$ cat config.mk
export PLATFORM = sky130hd
export DESIGN_NAME = psn_front
export DESIGN_NICKNAME = d
export VERILOG_FILES = /design/src/design/psn_pkg.sv /design/src/design/psn_front.sv
export SDC_FILE = /design/constraint.sdc
export NUM_CORES = 1
export LEC_CHECK = 0
export CORE_MARGIN = 5
export CORE_UTILIZATION = 50
export CTS_CLUSTER_SIZE = 40
export DETAILED_ROUTE_END_ITERATION = 8
export DONT_BUFFER_PORTS = 1
export MAX_ROUTING_LAYER = met4
export PLACE_DENSITY_LB_ADDON = 0.2
export SYNTH_ARGS = -nofsm -noshare
export SYNTH_HDL_FRONTEND = slang
export SYNTH_SLANG_ARGS = --single-unit
$ cat constraint.sdc
create_clock -name clk -period 3.81 [get_ports clk]
set_input_delay 0.1905 -clock clk [delete_from_list [all_inputs] [get_ports clk]]
set_output_delay 0.1905 -clock clk [all_outputs]
set_load 0.01 [all_outputs]
$ cat src/design/psn_pkg.sv
// Package: types, constants and helpers for the unit-sphere normalizer.
`timescale 1ns / 1ps
package psn_pkg;

    localparam int MAX_POINTS      = 65536;
    localparam int COORD_FRAC_BITS = 16;

    localparam int CNT_W  = $clog2(MAX_POINTS + 1);
    localparam int SUM_W  = 48;
    localparam int SEXT_W = SUM_W - 32;

    // Dividend width covers 2^(64+2F); root width covers its square root.
    localparam int DVD_W  = 65 + 2 * COORD_FRAC_BITS;
    localparam int RAD_W  = DVD_W + (DVD_W % 2);
    localparam int ROOT_W = RAD_W / 2;
    localparam int DIV_CW = $clog2(DVD_W + 1);
    localparam int SQ_CW  = $clog2(ROOT_W + 1);

    localparam int NSH    = COORD_FRAC_BITS + 2;
    localparam int PROD_W = 80;
    localparam int Q_W    = PROD_W - NSH;

    localparam logic [DVD_W-1:0] K_NUM = DVD_W'(1) << (64 + 2 * COORD_FRAC_BITS);
    localparam logic [63:0] SCALE_THR =
        (64'd1 << (2 * COORD_FRAC_BITS)) / 64'd1000000000000;
    localparam logic [47:0] ONE_Q16_32 = 48'h0001_0000_0000;

    localparam int FIFO_DEPTH = 4;
    localparam int FIFO_AW    = $clog2(FIFO_DEPTH);

    localparam logic [1:0] CMD_SUM  = 2'd0;
    localparam logic [1:0] CMD_MAX  = 2'd1;
    localparam logic [1:0] CMD_NORM = 2'd2;
    localparam logic [1:0] CMD_NONE = 2'd3;

    localparam logic [1:0] KIND_CENTER = 2'd0;
    localparam logic [1:0] KIND_SCALE  = 2'd1;
    localparam logic [1:0] KIND_POINT  = 2'd2;

    typedef struct packed {
        logic [1:0]         command;
        logic signed [31:0] px;
        logic signed [31:0] py;
        logic signed [31:0] pz;
        logic               last_point;
    } in_t;

    typedef struct packed {
        logic [1:0]         kind;
        logic signed [31:0] out_x;
        logic signed [31:0] out_y;
        logic signed [31:0] out_z;
        logic [47:0]        scale_out;
        logic               count_overflow;
    } out_t;

    function automatic logic [47:0] sat_scale(input logic [ROOT_W-1:0] r);
        logic [ROOT_W+47:0] w;
        begin
            w = (ROOT_W + 48)'(r);
            if (|(w >> 48))
                return '1;
            return w[47:0];
        end
    endfunction

endpackage

$ cat src/design/psn_front.sv
// Front end: request intake, command screening and the request queue.
`timescale 1ns / 1ps
module psn_front (
    input  logic         clk,
    input  logic         rst_n,
    input  logic         point_valid,
    output logic         point_stall,
    input  psn_pkg::in_t point,
    output logic         q_valid,
    output psn_pkg::in_t q_item,
    input  logic         q_pop
);
    import psn_pkg::*;

    in_t                mem [FIFO_DEPTH];
    logic [FIFO_AW-1:0] wr_ptr_reg;
    logic [FIFO_AW-1:0] rd_ptr_reg;
    logic [FIFO_AW:0]   count_reg;
    logic               push;
    logic               pop;

    assign point_stall = (count_reg == (FIFO_AW + 1)'(FIFO_DEPTH));
    // Drop unknown commands at the door.
    assign push    = point_valid && !point_stall && (point.command != CMD_NONE);
    assign pop     = q_pop && q_valid;
    assign q_valid = (count_reg != '0);
    assign q_item  = mem[rd_ptr_reg];

    always_ff @(posedge clk)
    begin
        if (push)
        begin
            mem[wr_ptr_reg] <= point;
        end
    end

    always_ff @(posedge clk or negedge rst_n)
    begin
        if (!rst_n)
        begin
            wr_ptr_reg <= '0;
            rd_ptr_reg <= '0;
            count_reg  <= '0;
        end
        else
        begin
            if (push)
                wr_ptr_reg <= wr_ptr_reg + 1'b1;
            if (pop)
                rd_ptr_reg <= rd_ptr_reg + 1'b1;
            if (push && !pop)
                count_reg <= count_reg + 1'b1;
            else if (pop && !push)
                count_reg <= count_reg - 1'b1;
        end
    end

endmodule

# After elaboration in Yosys (flattened, before gate mapping)
# Memories as Yosys holds them, arrays and structs flattened.
# Index checks and enable logic that the tools add are counted.
[op_classes]
addsub = 4
n_mux = 4
eq_ne = 2
n_reduce_logical = 10
[ops]
columns = ["op", "count"]
rows = [
  ["3-bit 2-to-1 mux", 2],
  ["1-bit logical AND", 5],
  ["2-bit by 1-bit adder with 2-bit output (second input constant)", 2],
  ["3-bit by 1-bit adder with 3-bit output (second input constant)", 1],
  ["3-bit == test (second input constant)", 1],
  ["1-bit zero test", 3],
  ["3-bit nonzero test", 1],
  ["3-bit by 1-bit subtractor with 3-bit output (second input constant)", 1],
  ["1-bit 2-to-1 mux", 2],
  ["2-bit != test (second input constant)", 1],
  ["2-bit nonzero test", 1],
]
[totals]
mem_bits_rw = 396
mem_count = 1
elab_cells = 24
reg_bits = 7
out_inout_bits = 101
[memory_table]
columns = ["name", "depth", "word_bits", "rd", "rd_clocked_by_memory_dff", "wr", "line_no", "source"]
rows = [
  ["mem", 4, 99, 1, 0, 1, "psn_front.sv:15", "in_t mem [FIFO_DEPTH];"],
]

# Depth between registers and ports, before layout
# Gate-level depths: netlist of the first run.
[depth]
word_depth = 8
depth_mapped = 8
depth_no_buf = 8

# Worst setup path after synthesis of the first run
# OpenSTA, ideal clock, no wires.
[synth_path]
path_kind = "register to register"
start = "register count_reg[2]"
end = "memory mem[2][0] in the netlist's numbering (enable)"
arrival_time_ns = 3.230
stages_incl_launch_ff = 4
setup_ns = 0.469
path_slack_ns = 0.111
period_less_slack_ns = 3.699
path_cell_list = "dfrtp_1 nor3b_2 a211oi_4 and2_1"
[synth_between]
elab_chain_cells = 6
[synth_lines]
columns = ["item", "line_no", "source"]
rows = [
  ["start: declaration", "psn_front.sv:18", "logic [FIFO_AW:0] count_reg;"],
  ["start signal: assignment", "psn_front.sv:52", "count_reg <= count_reg + 1'b1;"],
  ["start signal: assignment", "psn_front.sv:54", "count_reg <= count_reg - 1'b1;"],
  ["3-bit == test", "psn_front.sv:22", "assign point_stall = (count_reg == (FIFO_AW + 1)'(FIFO_DEPTH));"],
  ["net point_stall", "psn_front.sv:7", "output logic point_stall,"],
  ["1-bit zero test", "psn_front.sv:24", "assign push = point_valid && !point_stall && (point.command != CMD_NONE);"],
  ["1-bit logical AND (2 in a row)", "psn_front.sv:24", ""],
  ["net push", "psn_front.sv:19", "logic push;"],
  ["1-bit 2-to-1 mux", "psn_front.sv:31", "if (push)"],
  ["1-bit 2-to-1 mux (not written as such)", "psn_front.sv:33", "mem[wr_ptr_reg] <= point;"],
  ["end: declaration", "psn_front.sv:15", ""],
]
# The timed path passes the listed nets, and every way through them passes these cells.

==> reports/metrics.yaml, run 1 <==
outcome: "finished, final reports clean"
wl_um: 27900
numCtsBuffers: 40
final_area_mm2: 0.0176
critPathMaxFanout: 35
crit_chain: "buf_12, mux4_2"
syn_to_final_growth_pct: 19.2
synthesis.area_mm2: 0.0147
hold_start: "point[1]"
arrival_ns: 2.44
min_period_over_period_pct: 69.1
ys_top_cells_by_area: "edfxtp_1 81%, mux4_2 15%, dfrtp_1 1.2%"
finalNonFillerCells: 1110
synth-seq-area-share_pct: 82.0
ys_ff_latch: 403
clock_power_share_pct: 29.5
hold-worst-slack_ns: 0.392
finalMaxSlewViolations: 0
hpwlAfterDp_um: 17400
p_comb_share_pct: 23.6
viasPerCell: 5.55
grt_pass1_wl_um: 42400
fin_nets: 798
drive_gt1_share_pct: 24.3
syn_avg_cell_area_um2: 26.7
ant_nets: 0
synth_nets: 661
die-area_mm2: 0.0330
dr.pass1.iters: 6
io_pins: 204
drc: 0
rows: 62
die_y_um: 182
start_util_pct: 51.0
min_path_type: "primary input to flip-flop"
fin_crit_ns: 2.63
place.gp.congestion: 0.748
path_buf_inv: 1
internal_power_mw: 9.29
gr-total-overflow: 0
n_fill_cell: 2041
grt_pass1_vias: 6639
synthFlopType: "edfxtp_1"
slowest_stage: "dfrtp_4"
path_clk_slew_ns: 0.06
wl_per_cell_um: 25.1
worst_slew_pin_slew_ns: 0.821
die_w_um: 182
critical_path_required_ns: 3.62
synth_top_area_share_pct: 80.8
hold_viol: 0
grt_usage_pct: 17.5
synthArstFlopShare_pct: 1.74
cp-start-kind: "flip-flop"
worstReg2RegStart: "count_reg[2]"
dpl_cell_area_mm2: 0.0152
seqPwrFrac_pct: 46.9
power.density_mw_per_mm2: 734
crit_family: "flip-flops"
setup_violations: 0
clock-sinks: 403
vias: 6162
end_kind: "output port"
grt_max_degree: 54
dp.cells: 928
fmax_ghz: 0.380
yosysMostFrequentCell: "edfxtp_1"
slew_headroom_pct: 45.2
drv_cap: 0
drt_iter0_drc: 465
antenna_found_initial: 7
switching_share_pct: 27.9
p_leak_nw: 5.59
largest_register_ffs: 396
switchingPower_mw: 3.59
synth_area_leader_cell: "edfxtp_1"
max_stage_delay_ns: 0.90
clk_latency_ns: 0.52
skew_ns: 0.0174
htreeDepth: 2
synth.distinct_cells: 21
clockRootBuffer: "clkbuf_16"
netlist_instances: 552
io_buffers: 0
core-area_mm2: 0.0289
ys_top_cells_by_count: "396 x edfxtp_1, 99 x mux4_2, 10 x buf_6"
critPathLaunch: "rd_ptr_reg[0]"
rsz0062_at_grt: "no"
vdd_drop_max_mv: 0.573
cts_tree: "done"
clockBufferDepth: 3
yosys_warnings: 0
synth_edf_count: 396
setup_tns_ns: 0
path_class: "flip-flop to output port"
[metal layers]
metal / vias to the layer above / track usage, % / share of wire [%]
li1: 2674 / - / -
met1: 3238 / 22.3 / 39
met2: 207 / 27.8 / 51
met3: 43 / 5.56 / 7.9
met4: 0 / 4.26 / 2.0
met5: - / - / 0
[metrics by stage]
step / power (mW) / utilization (%) / worst slack, ns
floorplan: 8.40 / - / 0.111
finish: 12.9 / 60.8 / 1.18
detailed placement: 9.15 / 52.8 / 1.35
CTS: 13.1 / 60.8 / 1.07
global route: 13.5 / 60.8 / 0.978
global placement: 9.06 / 52.8 / 1.42
[what timing repair did]
item                                   CTS  global route
buffers inserted                         0             0
hold buffers                           103             0
resized for setup                        0             0
endpoints found under the hold margin  407             0
setup endpoints to repair                0             0
[area by class of cell]
type,count,area (µm²),share of cell area (%)
timing repair buffer,117,1210,6.90
antenna,7,17.5,0.0998
tap,384,480,2.74
multi-input combinational,123,2470,14.1
inverter,4,15.0,0.0855
clock inverter,22,223,1.27
clock buffer,50,1060,6.04
sequential,403,12100,68.8
[final timing paths]
kind	cells past startpoint	end	slack, ns
worst max-delay path	2	q_item[0]	1.18
worst min-delay path	1	mem[0][1]	0.39
worst max register to register	4	mem[0][59]	1.37
worst min register to register	1	count_reg[2]	0.50
max in group asynchronous	2	rd_ptr_reg[1]	2.99
min in group asynchronous	2	wr_ptr_reg[1]	0.54
[layout by cell type, fill, tap and decap left out, drive strengths merged]
cell         instances
diode                7
mux4                99
edfxtp             396
or3                  1
dlygate4sd3        103
nand3                1
inv                  4
mux2                 2
clkbuf              50
clkinv              17
xor2                 2
dfrtp                7
a211oi               1
ha                   5
nor3b                1
fa                   1
buf                 14
and2                 4
bufinv               5
nor2                 1
nand2                1
xnor2                4
[cell families (layout without fill, tap and decap cells)]
group	count (synthesis)	count (layout)	share of synthesized area, %
compound gates	1	1	0.136
xor+xnor	6	6	0.357
fa+ha+maj	6	6	0.561
buf+inv	26	193	1.30
flops	403	403	82.0
mux	101	101	15.3
other cells	0	7	0
simple gates	9	9	0.382
[power by group through the flow]
stage | clock, mW | sequential (mW) | combinational [mW]
2_1_floorplan | 0 | 5.90 | 2.51
3_3_place_gp | 0 | 6.10 | 2.96
3_5_place_dp | 0 | 6.16 | 3.00
4_1_cts | 3.90 | 6.06 | 3.14
5_1_grt | 4.12 | 6.13 | 3.26
6_report | 3.80 | 6.04 | 3.04
[worst reg2reg max path, stage by stage, from the launching register on]
cell      delay (ns)
dfrtp_1         0.40
nor3b_2         0.21
a211oi_4        0.37
and2_4          0.72
buf_4           0.40
(Power assumes the default switching activity.)
==> inputs of run 2 (changes only) <==
Clock period 3.81 ns to 2.5 ns, I/O delays scaled along.
==> reports/metrics.yaml, run 2 (synthesis gave the netlist of run 1 again) <==
outcome: "finished, final reports clean"
drive_gt1_share_pct: 25.5
path_clk_slew_ns: 0.06
critPathMaxFanout: 4
dpl_cell_area_mm2: 0.0153
clockBufferDepth: 3
cts_tree: "done"
crit_chain: "or3_1, nand2_1, ha_1, inv_1, fa_1, xor2_1, nor2_1, xor2_1"
rows: 62
drc: 0
path_class: "flip-flop to flip-flop"
arrival_ns: 2.71
hold_viol: 0
skew_ns: 0.0195
fin_nets: 801
fin_crit_ns: 2.27
finalNonFillerCells: 1112
hpwlAfterDp_um: 16400
clockRootBuffer: "clkbuf_16"
clock-sinks: 403
end_kind: "flip-flop"
gr-total-overflow: 0
cp-start-kind: "flip-flop"
die_y_um: 182
min_period_over_period_pct: 90.9
crit_family: "simple AND/OR/NAND/NOR gates"
clk_latency_ns: 0.52
hold-worst-slack_ns: 0.0517
start_util_pct: 51.0
path_buf_inv: 1
n_fill_cell: 1995
die-area_mm2: 0.0330
die_w_um: 182
final_area_mm2: 0.0177
power.density_mw_per_mm2: 1110
largest_register_ffs: 396
antenna_found_initial: 2
io_pins: 204
grt_pass1_wl_um: 42000
htreeDepth: 2
rsz0062_at_grt: "no"
vdd_drop_max_mv: 0.738
layout_common_cells: "396 x edfxtp_1, 102 x dlygate4sd3_1, 99 x mux4_2, 43 x clkbuf_16"
setup_violations: 0
grt_pass1_vias: 6836
dp.cells: 931
syn_to_final_growth_pct: 19.9
dr.pass1.iters: 5
core-area_mm2: 0.0289
max_stage_delay_ns: 0.48
drt_iter0_drc: 355
p_leak_nw: 5.62
wl_per_cell_um: 24.6
regArea_mm2: 0.0121
grt_max_degree: 69
critical_path_required_ns: 2.94
min_path_type: "primary input to flip-flop"
worst_slew_pin_slew_ns: 0.543
final_common_cell: "edfxtp_1"
drv_cap: 0
cts.repair.resized: 0
vias: 6181
wl_um: 27300
grt_usage_pct: 17.1
ant_nets: 0
fmax_ghz: 0.440
finalMaxSlewViolations: 0
numCtsBuffers: 41
viasPerCell: 5.56
place.gp.congestion: 0.729
slowest_stage: "or3_1"
crit_top_cell: "xor2_1"
slew_headroom_pct: 63.8
io_buffers: 0
multi_input_area_mm2: 0.00247
run 2: changes by cell type in the layout (fill, tap and decap cells not counted), sizes merged, moves of 3 or more:
cell,change
buf,+3
clkbuf,-4
diode,-4
clkinv,+5
bufinv,-3
clkinvlp,+5
run 2: timing repair:
| item | 4_1_cts | 5_1_grt |
|---|---|---|
| setup endpoints to repair | 0 | 0 |
| endpoints found under the hold margin | 407 | 0 |
| buffers inserted | 0 | 0 |
| hold buffers | 102 | 0 |
run 2: report_power, final:
group,switching (mW),total [mW],internal (mW),leakage (nW)
registers,0.257,8.85,8.60,3.69
clock network,2.39,5.73,3.34,0.623
logic,2.90,5.04,2.14,1.31
run 2: metal layers:
| metal | GRT usage, % | share of wire, % | vias up | wire [µm] |
|---|---|---|---|---|
| li1 | - | - | 2686 | - |
| met1 | 21.3 | 40 | 3290 | 10900 |
| met2 | 28.5 | 52 | 169 | 14200 |
| met3 | 4.84 | 6.5 | 36 | 1780 |
| met4 | 3.63 | 1.4 | 0 | 396 |
| met5 | - | 0 | - | 0 |
run 2: tightest hold or removal path: cells and delay by family:
family	cells	cell delay [ns]
xor gates and xnor gates	1	0.12
buffers and inverters	2	0.22
AOI/OAI and AO/OA	1	0.05
run 2: worst paths after layout:
check	start	end	slack [ns]	cells past startpoint
setup / recovery	count_reg[0]	count_reg[2]	0.23	8
hold / removal	point_valid	wr_ptr_reg[0]	0.05	4
setup reg to reg	count_reg[0]	count_reg[2]	0.23	8
hold reg to reg	count_reg[2]	count_reg[2]	0.50	1
max in group asynchronous	rst_n	rd_ptr_reg[0]	1.68	2
min in group asynchronous	rst_n	count_reg[2]	0.51	2
run 2: metrics by stage:
step | total power [mW] | setup slack, ns | setup TNS (ns) | utilization (%)
after floorplan | 12.7 | -0.116 | -45.89 | -
after CTS | 20.0 | 0.217 | 0 | 61.1
final | 19.6 | 0.227 | 0 | 61.2
after detailed placement | 14.0 | 0.247 | 0 | 53.1
after global routing | 20.5 | 0.0891 | 0 | 61.2
after global placement | 13.9 | 0.312 | 0 | 53.1
run 2: layout make-up:
cell class | count | area share [%]
Tap cell | 384 | 2.72
Inverter | 4 | 0.0851
Clock inverter | 30 | 1.16
Timing Repair Buffer | 119 | 7.43
Multi-Input combinational cell | 123 | 14.0
Clock buffer | 46 | 6.16
Sequential cell | 403 | 68.4
Antenna cell | 3 | 0.0425
==> inputs of run 3 (changes only) <==
Settings changed: CORE_UTILIZATION 50 to 63.
==> reports/metrics.yaml, run 3 (synthesis gave the netlist of run 1 again) <==
rows: 56
dp.cells: 867
grt_pass1_vias: 6840
worst-path-stages: 8
ant_nets: 0
cts_tree: "done"
final.setup.worst_slack_ns: 0.197
power.density_mw_per_mm2: 1110
power_mw: 19.4
hold_viol: 0
clockBufferDepth: 3
finalNonFillerCells: 1036
path_class: "flip-flop to flip-flop"
setup_tns_ns: 0
critPathMaxFanout: 4
p_leak_nw: 5.59
drive_gt1_share_pct: 24.5
gr-total-overflow: 0
start_util_pct: 63.3
cts_setup_buffers: 0
vdd_drop_max_mv: 0.770
fmax_ghz: 0.434
die_w_um: 163
skew_ns: 0.0143
hpwlAfterDp_um: 15700
ff2ff_setup_slack_ns: 0.20
slowest_stage: "or3_1"
n_fill_cell: 1281
clk_latency_ns: 0.51
grt_max_degree: 66
final_area_mm2: 0.0175
grt_pass1_wl_um: 41200
critPathCapture: "count_reg[2]"
path_clk_slew_ns: 0.06
antenna_found_initial: 1
clock-sinks: 403
die_y_um: 163
drc: 0
post-place-ws_ns: 0.254
worstReg2RegStart: "count_reg[0]"
path_buf_inv: 1
largest_register_ffs: 396
grt_usage_pct: 21.5
htreeDepth: 2
outcome: "finished, final reports clean"
fin_nets: 801
die-area_mm2: 0.0265
crit_chain: "or3_1, nand2_1, ha_1, inv_1, fa_1, xor2_1, nor2_1, xor2_1"
dpl_cell_area_mm2: 0.0153
slew_headroom_pct: 66.3
end_kind: "flip-flop"
worst_slew_pin_slew_ns: 0.505
wl_um: 27100
critPathLaunch: "count_reg[0]"
critical_path_required_ns: 2.93
fin_crit_ns: 2.30
setup_violations: 0
syn_to_final_growth_pct: 18.9
layout_common_cells: "396 x edfxtp_1, 103 x dlygate4sd3_1, 99 x mux4_2, 41 x clkbuf_16, 16 x buf_12"
io_buffers: 0
cp-start-kind: "flip-flop"
min_period_over_period_pct: 92.1
core-area_mm2: 0.0233
io_pins: 204
final_common_cell: "edfxtp_1"
clockRootBuffer: "clkbuf_16"
drt_iter0_drc: 488
vias: 6178
rsz0062_at_grt: "no"
place.gp.congestion: 0.743
crit_family: "simple AND/OR/NAND/NOR gates"
r2r_end: "count_reg[2]"
numCtsBuffers: 39
crit_top_cell: "xor2_1"
max_stage_delay_ns: 0.49
arrival_ns: 2.73
viasPerCell: 5.96
min_path_type: "primary input to flip-flop"
r2r_cells: 8
wl_per_cell_um: 26.1
dr.pass1.iters: 4
drv_cap: 0
finalMaxSlewViolations: 0
## run 3: changes by cell type in the layout (fill, tap and decap cells not counted), moves of 2 or more
| cell | previous run | this run |
|---|---|---|
| clkbuf_16 | 43 | 41 |
| clkbuf_8 | 0 | 3 |
| clkinvlp_4 | 5 | 1 |
| buf_4 | 4 | 2 |
| clkbuf_1 | 3 | 11 |
| clkinv_2 | 8 | 3 |
| buf_12 | 13 | 16 |
| clkinv_1 | 13 | 4 |
## run 3: how the worst min path moves through the flow
stage | slack [ns] | cells after the start | from | to
after floorplan | -0.17 | 0 | rst_n | count_reg[0]
after global placement | -0.17 | 0 | rst_n | count_reg[0]
after detailed placement | -0.17 | 0 | rst_n | count_reg[0]
after CTS | 0.30 | 1 | point[44] | mem[2][44]
after global routing | 0.31 | 1 | point[0] | mem[2][0]
final | 0.32 | 1 | point[84] | mem[0][84]
## run 3: layout make-up
cell class	count	area (µm²)	share of cell area, %
Clock inverter	9	67.6	0.386
Inverter	4	15.0	0.0858
Sequential cell	403	12100	69.0
Multi-Input combinational cell	123	2470	14.1
Clock buffer	55	1110	6.33
Timing Repair Buffer	121	1370	7.80
Antenna cell	2	5.00	0.0286
Tap cell	319	399	2.28
## run 3: power breakdown
part	total [mW]	switching, mW	internal, mW
clock	5.38	2.21	3.17
sequential	9.06	0.462	8.60
combinational	4.93	2.73	2.21
total	19.4	5.40	14.0
## run 3: through the flow
stage / hold WS, ns / utilization, %
6_report: 0.324 / 75.3
5_1_grt: 0.313 / 75.3
4_1_cts: 0.299 / 75.2
3_5_place_dp: -0.170 / 65.8
3_3_place_gp: -0.170 / 65.8
2_1_floorplan: -0.171 / -
## run 3: metal layers
layer	vias to the layer above	global-route usage [%]	part of all wire (%)
li1	2657	-	-
met1	3264	27.8	38
met2	217	34.8	53
met3	40	5.57	7.5
met4	0	5.76	1.9
met5	-	-	0
## run 3: what timing repair did
action,in CTS,in global routing
resized for setup,0,0
hold buffers,103,0
endpoints found under the hold margin,407,0
